`src/rtl/core/u8d_pkg.sv`:
```
package u8d_pkg;

    localparam logic [20:0] REPLACEMENT_CP = 21'h00FFFD;

    // one accepted byte, reduced to the results it causes:
    // count results, all U+FFFD except an optional value at val_pos
    typedef struct packed {
        logic [2:0]  count;
        logic [1:0]  val_pos;
        logic        has_val;
        logic [20:0] val_cp;
        logic        val_bad;
        logic        text_end;
    } u8d_job_t;

    // head of the queue as seen by the back end
    typedef struct packed {
        logic     valid;
        u8d_job_t job;
    } u8d_head_t;

    // number of continuation bytes a lead byte asks for, zero if not a lead
    function automatic logic [1:0] conts_needed(input logic [7:0] lead);
        logic [1:0] need;
        need = 2'd0;
        if (lead[7:5] == 3'b110)
            need = 2'd1;
        else if (lead[7:4] == 4'b1110)
            need = 2'd2;
        else if (lead[7:3] == 5'b11110)
            need = 2'd3;
        return need;
    endfunction

endpackage

```
`src/rtl/core/utf8_stream_decoder_unit.sv`:
```
// UTF-8 stream decoder
// input words carry one text byte (data_byte) and an end-of-text mark (text_end);
// a word is taken on a rising edge with in_valid high and in_stall low
// output words carry one code point with was_invalid, run_last and text_last;
// a word is taken on a rising edge with out_valid high and out_stall low
// the front end classifies each byte and tracks the held lead and continuations,
// a two-entry queue of result descriptors decouples it from the back end,
// which, while out_stall is low, plays out one output word per cycle
// from the output register; a byte that completes a code point is queued and
// then loaded into that register; a byte that is only held produces nothing
// throughput: one byte per cycle while out_stall is low and each byte gives at
// most one result; a byte that gives n results (up to four) holds the back end
// until all n are played out; when out_stall is high the output word holds and
// the queue fills, then in_stall rises; held bytes are never lost
// reset clears the held lead, the queue and the output valid flag
module utf8_stream_decoder_unit
(
    input  logic        clk,
    input  logic        rst_n,
    input  logic        in_valid,
    output logic        in_stall,
    input  logic [7:0]  data_byte,
    input  logic        text_end,
    output logic        out_valid,
    input  logic        out_stall,
    output logic [20:0] code_point,
    output logic        was_invalid,
    output logic        run_last,
    output logic        text_last
);

    logic               q_full;
    logic               push;
    logic               pop;
    u8d_pkg::u8d_job_t  push_job;
    u8d_pkg::u8d_head_t head;

    u8d_front u_front
    (
        .clk       (clk),
        .rst_n     (rst_n),
        .in_valid  (in_valid),
        .in_stall  (in_stall),
        .data_byte (data_byte),
        .text_end  (text_end),
        .q_full    (q_full),
        .push      (push),
        .push_job  (push_job)
    );

    u8d_queue u_queue
    (
        .clk      (clk),
        .rst_n    (rst_n),
        .push     (push),
        .push_job (push_job),
        .pop      (pop),
        .full     (q_full),
        .head     (head)
    );

    u8d_back u_back
    (
        .clk         (clk),
        .rst_n       (rst_n),
        .head        (head),
        .pop         (pop),
        .out_valid   (out_valid),
        .out_stall   (out_stall),
        .code_point  (code_point),
        .was_invalid (was_invalid),
        .run_last    (run_last),
        .text_last   (text_last)
    );

endmodule

```
`src/rtl/core/u8d_front.sv`:
```
module u8d_front
(
    input  logic                clk,
    input  logic                rst_n,
    input  logic                in_valid,
    output logic                in_stall,
    input  logic [7:0]          data_byte,
    input  logic                text_end,
    input  logic                q_full,
    output logic                push,
    output u8d_pkg::u8d_job_t   push_job
);

    logic [7:0] held_lead_reg;
    logic [7:0] held_lead_next;
    logic [1:0] held_count_reg;
    logic [1:0] held_count_next;
    logic [5:0] held_conts_reg [2];

    logic       accept;
    logic       held;
    logic       is_cont;
    logic       complete;
    logic       store_en;
    logic [1:0] need_held;
    logic [1:0] need_byte;
    logic [1:0] pre_reps;
    logic [1:0] post_reps;
    logic [7:0] lead_after;
    logic [1:0] count_after;
    logic [20:0] assembled;

    assign in_stall = q_full;
    assign accept   = in_valid && !q_full;

    always_comb
    begin
        held      = held_lead_reg != 8'd0;
        need_held = u8d_pkg::conts_needed(held_lead_reg);
        need_byte = u8d_pkg::conts_needed(data_byte);
        is_cont   = data_byte[7:6] == 2'b10;
        complete  = ({1'b0, held_count_reg} + 3'd1) >= {1'b0, need_held};

        unique case (need_held)
            2'd1:    assembled = {10'd0, held_lead_reg[4:0], data_byte[5:0]};
            2'd2:    assembled = {5'd0, held_lead_reg[3:0], held_conts_reg[0], data_byte[5:0]};
            2'd3:    assembled = {held_lead_reg[2:0], held_conts_reg[0], held_conts_reg[1],
                                  data_byte[5:0]};
            default: assembled = u8d_pkg::REPLACEMENT_CP;
        endcase

        pre_reps         = 2'd0;
        store_en         = 1'b0;
        lead_after       = held_lead_reg;
        count_after      = held_count_reg;
        push_job.has_val = 1'b0;
        push_job.val_cp  = u8d_pkg::REPLACEMENT_CP;
        push_job.val_bad = 1'b1;

        if (held && is_cont)
        begin
            if (complete)
            begin
                push_job.has_val = 1'b1;
                push_job.val_cp  = assembled;
                push_job.val_bad = 1'b0;
                lead_after       = 8'd0;
                count_after      = 2'd0;
            end
            else
            begin
                store_en    = 1'b1;
                count_after = held_count_reg + 2'd1;
            end
        end
        else
        begin
            // broken sequence: lead and each held continuation are replaced
            if (held)
                pre_reps = held_count_reg + 2'd1;
            lead_after  = 8'd0;
            count_after = 2'd0;
            if (!data_byte[7])
            begin
                push_job.has_val = 1'b1;
                push_job.val_cp  = {13'd0, data_byte};
                push_job.val_bad = 1'b0;
            end
            else if (need_byte != 2'd0)
            begin
                lead_after = data_byte;
            end
            else
            begin
                push_job.has_val = 1'b1;
            end
        end

        // end of text flushes whatever is still held
        post_reps = 2'd0;
        if (text_end && lead_after != 8'd0)
            post_reps = count_after + 2'd1;

        held_lead_next  = text_end ? 8'd0 : lead_after;
        held_count_next = text_end ? 2'd0 : count_after;

        push_job.count    = {1'b0, pre_reps} + {2'd0, push_job.has_val} + {1'b0, post_reps};
        push_job.val_pos  = pre_reps;
        push_job.text_end = text_end;
        push              = accept && (push_job.count != 3'd0);
    end

    always_ff @(posedge clk or negedge rst_n)
    begin
        if (!rst_n)
        begin
            held_lead_reg  <= 8'd0;
            held_count_reg <= 2'd0;
        end
        else if (accept)
        begin
            held_lead_reg  <= held_lead_next;
            held_count_reg <= held_count_next;
        end
    end

    always_ff @(posedge clk)
    begin
        if (accept && store_en)
            held_conts_reg[held_count_reg[0]] <= data_byte[5:0];
    end

endmodule

```
`src/rtl/core/u8d_queue.sv`:
```
module u8d_queue
(
    input  logic                clk,
    input  logic                rst_n,
    input  logic                push,
    input  u8d_pkg::u8d_job_t   push_job,
    input  logic                pop,
    output logic                full,
    output u8d_pkg::u8d_head_t  head
);

    u8d_pkg::u8d_job_t entries_reg [2];
    logic       wr_ptr_reg;
    logic       rd_ptr_reg;
    logic [1:0] count_reg;
    logic [1:0] count_next;
    logic       do_pop;

    assign full       = count_reg == 2'd2;
    assign head.valid = count_reg != 2'd0;
    assign head.job   = entries_reg[rd_ptr_reg];
    assign do_pop     = pop && head.valid;

    always_comb
    begin
        count_next = count_reg;
        if (push && !do_pop)
            count_next = count_reg + 2'd1;
        else if (!push && do_pop)
            count_next = count_reg - 2'd1;
    end

    always_ff @(posedge clk or negedge rst_n)
    begin
        if (!rst_n)
        begin
            wr_ptr_reg <= 1'b0;
            rd_ptr_reg <= 1'b0;
            count_reg  <= 2'd0;
        end
        else
        begin
            if (push)
                wr_ptr_reg <= !wr_ptr_reg;
            if (do_pop)
                rd_ptr_reg <= !rd_ptr_reg;
            count_reg <= count_next;
        end
    end

    always_ff @(posedge clk)
    begin
        if (push)
            entries_reg[wr_ptr_reg] <= push_job;
    end

endmodule

```
`src/rtl/core/u8d_back.sv`:
```
module u8d_back
(
    input  logic                clk,
    input  logic                rst_n,
    input  u8d_pkg::u8d_head_t  head,
    output logic                pop,
    output logic                out_valid,
    input  logic                out_stall,
    output logic [20:0]         code_point,
    output logic                was_invalid,
    output logic                run_last,
    output logic                text_last
);

    logic        out_valid_reg;
    logic [1:0]  idx_reg;
    logic [1:0]  idx_next;
    logic [20:0] code_point_reg;
    logic        was_invalid_reg;
    logic        run_last_reg;
    logic        text_last_reg;

    logic        load;
    logic        last;
    logic        sel_val;

    assign out_valid   = out_valid_reg;
    assign code_point  = code_point_reg;
    assign was_invalid = was_invalid_reg;
    assign run_last    = run_last_reg;
    assign text_last   = text_last_reg;

    // output register refills when empty or being taken
    assign load    = !out_valid_reg || !out_stall;
    assign last    = ({1'b0, idx_reg} + 3'd1) == head.job.count;
    assign sel_val = head.job.has_val && (idx_reg == head.job.val_pos);
    assign pop     = load && head.valid && last;
    assign idx_next = last ? 2'd0 : idx_reg + 2'd1;

    always_ff @(posedge clk or negedge rst_n)
    begin
        if (!rst_n)
        begin
            out_valid_reg <= 1'b0;
            idx_reg       <= 2'd0;
        end
        else if (load)
        begin
            out_valid_reg <= head.valid;
            if (head.valid)
                idx_reg <= idx_next;
        end
    end

    always_ff @(posedge clk)
    begin
        if (load && head.valid)
        begin
            code_point_reg  <= sel_val ? head.job.val_cp : u8d_pkg::REPLACEMENT_CP;
            was_invalid_reg <= sel_val ? head.job.val_bad : 1'b1;
            run_last_reg    <= last;
            text_last_reg   <= last && head.job.text_end;
        end
    end

endmodule
```
`config.mk`:
```
export PLATFORM = sky130hd
export DESIGN_NAME = utf8_stream_decoder_unit
export DESIGN_NICKNAME = d
export VERILOG_FILES = /design/src/rtl/core/u8d_pkg.sv /design/src/rtl/core/utf8_stream_decoder_unit.sv /design/src/rtl/core/u8d_front.sv /design/src/rtl/core/u8d_queue.sv /design/src/rtl/core/u8d_back.sv
export SDC_FILE = /design/constraint.sdc
export NUM_CORES = 1
export LEC_CHECK = 0
export BUFFER_PORTS_ARGS = -buffer_cell sky130_fd_sc_hd__buf_4
export CORE_MARGIN = 2
export CORE_UTILIZATION = 43
export CTS_CLUSTER_SIZE = 28
export DETAILED_ROUTE_END_ITERATION = 6
export HOLD_SLACK_MARGIN = 0.03
export PLACE_DENSITY = 0.68
export SYNTH_ARGS = -nofsm -noshare
export SYNTH_HDL_FRONTEND = slang
export SYNTH_SLANG_ARGS = --single-unit
```
`constraint.sdc`:
```
create_clock -name clk -period 8.15 [get_ports clk]
set_clock_uncertainty 0.2 [all_clocks]
set_input_delay 0.815 -clock clk [delete_from_list [all_inputs] [get_ports clk]]
set_output_delay 0.815 -clock clk [all_outputs]
set_load 0.02 [all_outputs]
```
# Word level (Yosys, flattened, before mapping)

Memory sizes are Yosys's and may differ from the RTL's.
Index checks and enable logic that the tools add are counted.

Register bits: 41
Memories: 2
Memory bits (writable): 70
Output and inout port bits: 26
Logic and storage cells: 95

Add/subtract/negate cells: 9
Mux-type cells: 32
$lt $le $gt $ge: 1
Reduce and logical (&&, ||, !) cells: 27
Eq/ne operators: 13

Memories:

| name                   | words | bits a word | rd ports | clocked after Yosys merged registers in | write ports | RTL line        | source |
|---|---|---|---|---|---|---|---|
| u_queue.entries_reg    | 2     | 29          | 1        | 0                                       | 1           | u8d_queue.sv:12 | `u8d_pkg::u8d_job_t entries_reg [2];` |
| u_front.held_conts_reg | 2     | 6           | 2        | 0                                       | 1           | u8d_front.sv:18 | `logic [5:0] held_conts_reg [2];` |

Operators with widths:

| cell                  | count |
|---|---|
| $pmux W21 S3          | 1 |
| $mux W23              | 2 |
| $mux W8               | 5 |
| $mux W2               | 15 |
| $mux W17              | 1 |
| $reduce_bool A8 Y1    | 2 |
| $logic_and A1 B1 Y1   | 12 |
| $eq A5 B5 Y1 const B  | 2 |
| $add A2 B1 Y2 const B | 4 |
| $eq A2 B2 Y1 const B  | 4 |
| $eq A4 B4 Y1 const B  | 2 |
| $mux W1               | 8 |
| $logic_not A1 Y1      | 7 |
| $add A2 B1 Y3 const B | 2 |
| $eq A3 B3 Y1 const B  | 2 |
| $reduce_bool A2 Y1    | 3 |
| $add A2 B1 Y3         | 1 |
| $add A3 B2 Y3         | 1 |
| $eq A3 B3 Y1          | 1 |
| $ge A3 B2 Y1          | 1 |
| $reduce_bool A3 Y1    | 1 |
| $eq A2 B1 Y1 const B  | 1 |
| $eq A2 B2 Y1          | 1 |
| $reduce_and A2 Y1     | 1 |
| 2 further kinds       | 2 |

# Depth between registers and ports, before layout

Word-level depth: 18
Gate-level depth with buffers: 20

# Hierarchy

Synthesis repeated with hierarchy kept, for this count alone.

Cell total of the unflattened synthesis: 324
Area, all modules: 4873.4 µm²

By module, submodules not included:

| module    | area each (µm²) | times used | seq. area each (µm²) | cells each |
|---|---|---|---|---|
| u8d_queue | 2303.5          | 1          | 1841.8               | 106 |
| u8d_front | 1460.2          | 1          | 610.6                | 143 |
| u8d_back  | 1109.8          | 1          | 795.8                | 75 |

# Least setup slack after synthesis

OpenSTA, ideal clock, no wires.

Path type: reg-to-reg
From: register u_front.held_lead_reg[6]
To: memory u_queue.entries_reg[0][0] (netlist name) (enable)
Setup time: 0.415 ns
Path buffers: 1
Data required time: 7.535 ns
Arrival time: 4.435 ns
Clock period less this slack: 5.050 ns
Slack: 3.100 ns
Stages on the path, launching flop included: 16
Cells stage by stage: dfrtp_1 nand2_2 nor3_2 o21bai_1 ha_1 and2b_2 o31a_1 and2_1 clkbuf_1 nor2_1 fa_1 inv_1 fa_1 inv_1 o31ai_1 nor2_1

RTL lines:

| item                   | RTL line         | source |
|---|---|---|
| start, declared        | u8d_front.sv:14  | `logic [7:0] held_lead_reg;` |
| start signal, assigned | u8d_front.sv:122 | `held_lead_reg <= held_lead_next;` |
| end, declared          | u8d_queue.sv:12  |  |

==> metrics <==
detailed placer's ending HPWL=5.54 mm; area grow syn2layout=13.5%; die extent in y=109 µm; number of setup buffers added after CTS=0; antenna diode count=0; mean area per synthesized cell=14.8 µm²; switching power as a share of total power=32.1%; Final Critical Period=4.89 ns; Sinks on Clock Net=111; outcome=complete, no violations; Lkg Pwr=0.00198 µW; area of all placed cells without fillers=0.00537 mm²; total negative slack for setup checks=0 ns; Final ANT Viol Nets=0; Critical R2R Capture=u_queue.count_reg[1]; data required time of the critical path=8.25 ns; Cell variety after synth=48; arrival time of the worst setup path=5.00 ns; R2R Path Start=u_front.held_lead_reg[5]; fraction of layout cells with a size suffix above 1=20.8%; Comb pwr share=29.8%; clock tree from TritonCTS=done; initial core utilization=43.8%; overflow left after global routing=0; kind of capture point of the worst setup path=flip-flop; max-slew headroom at the worst pin=35.4%; GR Util All Layers=14.5%; Crit path top cell by count=sky130_fd_sc_hd__inv_1; die area=0.0119 mm²; number of flip-flops under the largest register name=58; H-tree lvl count=3; Port-buffer cells=38; number of hold-repair buffers added at the cts stage=0; maximum clock frequency=204 MHz; largest vdd supply drop=106 µV; Primary FF master, synth=sky130_fd_sc_hd__edfxtp_1; post-synth net total=340; Resized cells post-CTS=0; start-to-end type of the worst setup path=flip-flop to flip-flop; synth top area cells=sky130_fd_sc_hd__edfxtp_1, sky130_fd_sc_hd__dfrtp_1, sky130_fd_sc_hd__mux2i_1; I/O pin total=39; most common cell after layout, fill and taps aside=sky130_fd_sc_hd__edfxtp_1; detailed-router iteration count before antenna repair=4; Slowest Stage Delay on Critical Path=0.60 ns; Slowest cell on crit path=sky130_fd_sc_hd__dfrtp_1; vias in the first global route=2492; worst hold-check path type=input port to async pin; number of buffers and inverters on the critical path=3; worst setup slack for register-to-register paths=3.26 ns; cell area after technology mapping=0.00473 mm²; share of Yosys cell area claimed by the top area cell type=59.7%; number of endpoints with negative hold slack in the final report=0; number of cell instances on the worst register-to-register path=18; CP Depth=18; crit-path cells=nand2_1 > nor3_2 > o21bai_1 > ha_1 > and2b_2 > o31a_1 > and2_1 > nor2_1 > fa_1 > inv_1 > fa_1 > inv_1 > o31ai_1 > inv_1 > ha_1 > xor2_1 > nor2_1 > xor2_1; start point of the critical path=u_front.held_lead_reg[5]; RD Place Congestion=0.877; Startpoint Class=flip-flop; Yosys warning count=0; total internal power=1130 µW; max_cap viols=0; routed wire length per instance=15.8 µm; synthesized instance count=320; Final Routed Wirelength=7.99 mm; initial antenna violation count=0; Site Rows=38; nets=381; number of DRC violations after detailed routing=0; sequential group share of total power=49.8%; largest area contributor in the synthesized netlist=sky130_fd_sc_hd__edfxtp_1; most frequent cells in the layout=sky130_fd_sc_hd__edfxtp_1, sky130_fd_sc_hd__buf_4, sky130_fd_sc_hd__mux2i_1; detail-routed via count per cell=5.24; wire length of the first global-routing pass=12.9 mm; clock network latency to the later pin of the worst-skew pair=0.37 ns; CTS Buffer Depth=2; pin count of the biggest net entering global routing=31; CORE AREA=0.0108 mm²; Seq/Total Area, Yosys=68.7%; switching power summed over all nets=537 µW; share of the cycle needed by the critical path after routing=60.0%; post-synthesis register bit count=111; Die X=109 µm; CTS clk-pin slew, worst paths=0.10 ns; asr flop ratio synth=15.3%; Final Setup Violations=0; cell at the root of the clock tree=sky130_fd_sc_hd__clkbuf_8; Worst Tran Pin Value=0.968 ns; routed via count=2653; share of total power in the clock network=20.4%; Pwr per Cell Area=311 mW/mm²; total CTS buffers=9; Max FO, Critical Path=14; total placed instance area=0.00515 mm²; number of enable flip-flop cells after synthesis=94; crit-path leading delay family=simple AND/OR/NAND/NOR gates; max-slew violation count=0; DR iter-0 viols=179; RSZ-0062 raised after global routing=false; destination of the critical timing path=u_queue.count_reg[1]
[synth_stat cells (2+ instances only)]
library cell                 n
sky130_fd_sc_hd__a2bb2oi_1   3
sky130_fd_sc_hd__a31oi_1     2
sky130_fd_sc_hd__nand2_1    25
sky130_fd_sc_hd__nor2_1      9
sky130_fd_sc_hd__nand3b_1    2
sky130_fd_sc_hd__a22oi_1     5
sky130_fd_sc_hd__or4_4       2
sky130_fd_sc_hd__ha_1        4
sky130_fd_sc_hd__a21oi_1    10
sky130_fd_sc_hd__nand2b_1    4
sky130_fd_sc_hd__buf_6       3
sky130_fd_sc_hd__xor2_1      4
sky130_fd_sc_hd__inv_1      12
sky130_fd_sc_hd__and2_1      7
sky130_fd_sc_hd__o21ai_0    11
sky130_fd_sc_hd__or2b_2      3
sky130_fd_sc_hd__mux2i_1    27
sky130_fd_sc_hd__dfrtp_1    17
sky130_fd_sc_hd__nor4_1      2
sky130_fd_sc_hd__nor3_1      3
sky130_fd_sc_hd__o31ai_1     2
sky130_fd_sc_hd__and3_1      5
sky130_fd_sc_hd__xnor2_1     8
sky130_fd_sc_hd__a21o_1      3
sky130_fd_sc_hd__a22o_1      6
sky130_fd_sc_hd__clkbuf_1    6
sky130_fd_sc_hd__nor2b_1    12
sky130_fd_sc_hd__or2b_1      2
sky130_fd_sc_hd__fa_1        3
sky130_fd_sc_hd__buf_2       3
sky130_fd_sc_hd__nand3_1     5
sky130_fd_sc_hd__edfxtp_1   94
[logic make-up after synthesis]
kind of cell / count (synthesis) / synth area share, %
buffers and inverters: 24 / 2.46
AO/OA/AOI/OAI: 51 / 7.91
flip-flops: 111 / 68.7
multiplexers: 27 / 5.71
AND/OR/NAND/NOR: 88 / 10.7
XOR/XNOR: 12 / 2.22
adder cells (fa/ha/maj): 7 / 2.33
[routing by layer]
layer  vias up  GRT usage [%]  wire length [µm]  share of wire (%)
li1       1263              -                 -                  -
met1      1303           19.5              3640                 46
met2        73           23.0              3810                 48
met3        14           3.35               369                4.6
met4         0           5.59               166                2.1
met5         -              0                 0                  0
[metrics by stage]
stage	util [%]	instances	power [µW]	hold slack, ns	worst slack [ns]
floorplan	-	320	1200	0.268	3.10
global placement	47.8	490	1340	0.270	3.48
detailed placement	47.8	490	1350	0.291	3.33
CTS	49.7	506	1690	0.0881	3.29
global route	49.7	506	1770	0.0811	2.97
finish	49.7	506	1670	0.0898	3.26
[worst min path at each step]
stage / end / slack, ns / depth (start not counted)
2_1_floorplan: u_queue.wr_ptr_reg / 0.27 / 1
3_3_place_gp: u_back.out_valid / 0.27 / 2
3_5_place_dp: u_back.out_valid / 0.29 / 2
4_1_cts: u_queue.count_reg[0] / 0.09 / 1
5_1_grt: u_queue.count_reg[0] / 0.08 / 1
6_report: u_queue.count_reg[0] / 0.09 / 1
[area by class of cell]
| cell class | count | area [µm²] |
|---|---|---|
| repair buffers | 42 | 315 |
| fillers | 903 | 5420 |
| clock buffers | 10 | 138 |
| multi-input cells | 185 | 1370 |
| flip-flops and latches | 111 | 3250 |
| well taps | 140 | 175 |
| clock inverters | 6 | 76.3 |
| inverters | 12 | 45.0 |
[power groups by stage]
stage | sequential [µW] | clock, µW | combinational (µW)
floorplan | 886 | 0 | 312
finish | 832 | 341 | 499
detailed placement | 847 | 0 | 505
global route | 846 | 369 | 553
global placement | 841 | 0 | 498
CTS | 834 | 349 | 508
Note: power is estimated with default switching activity, not from simulation.
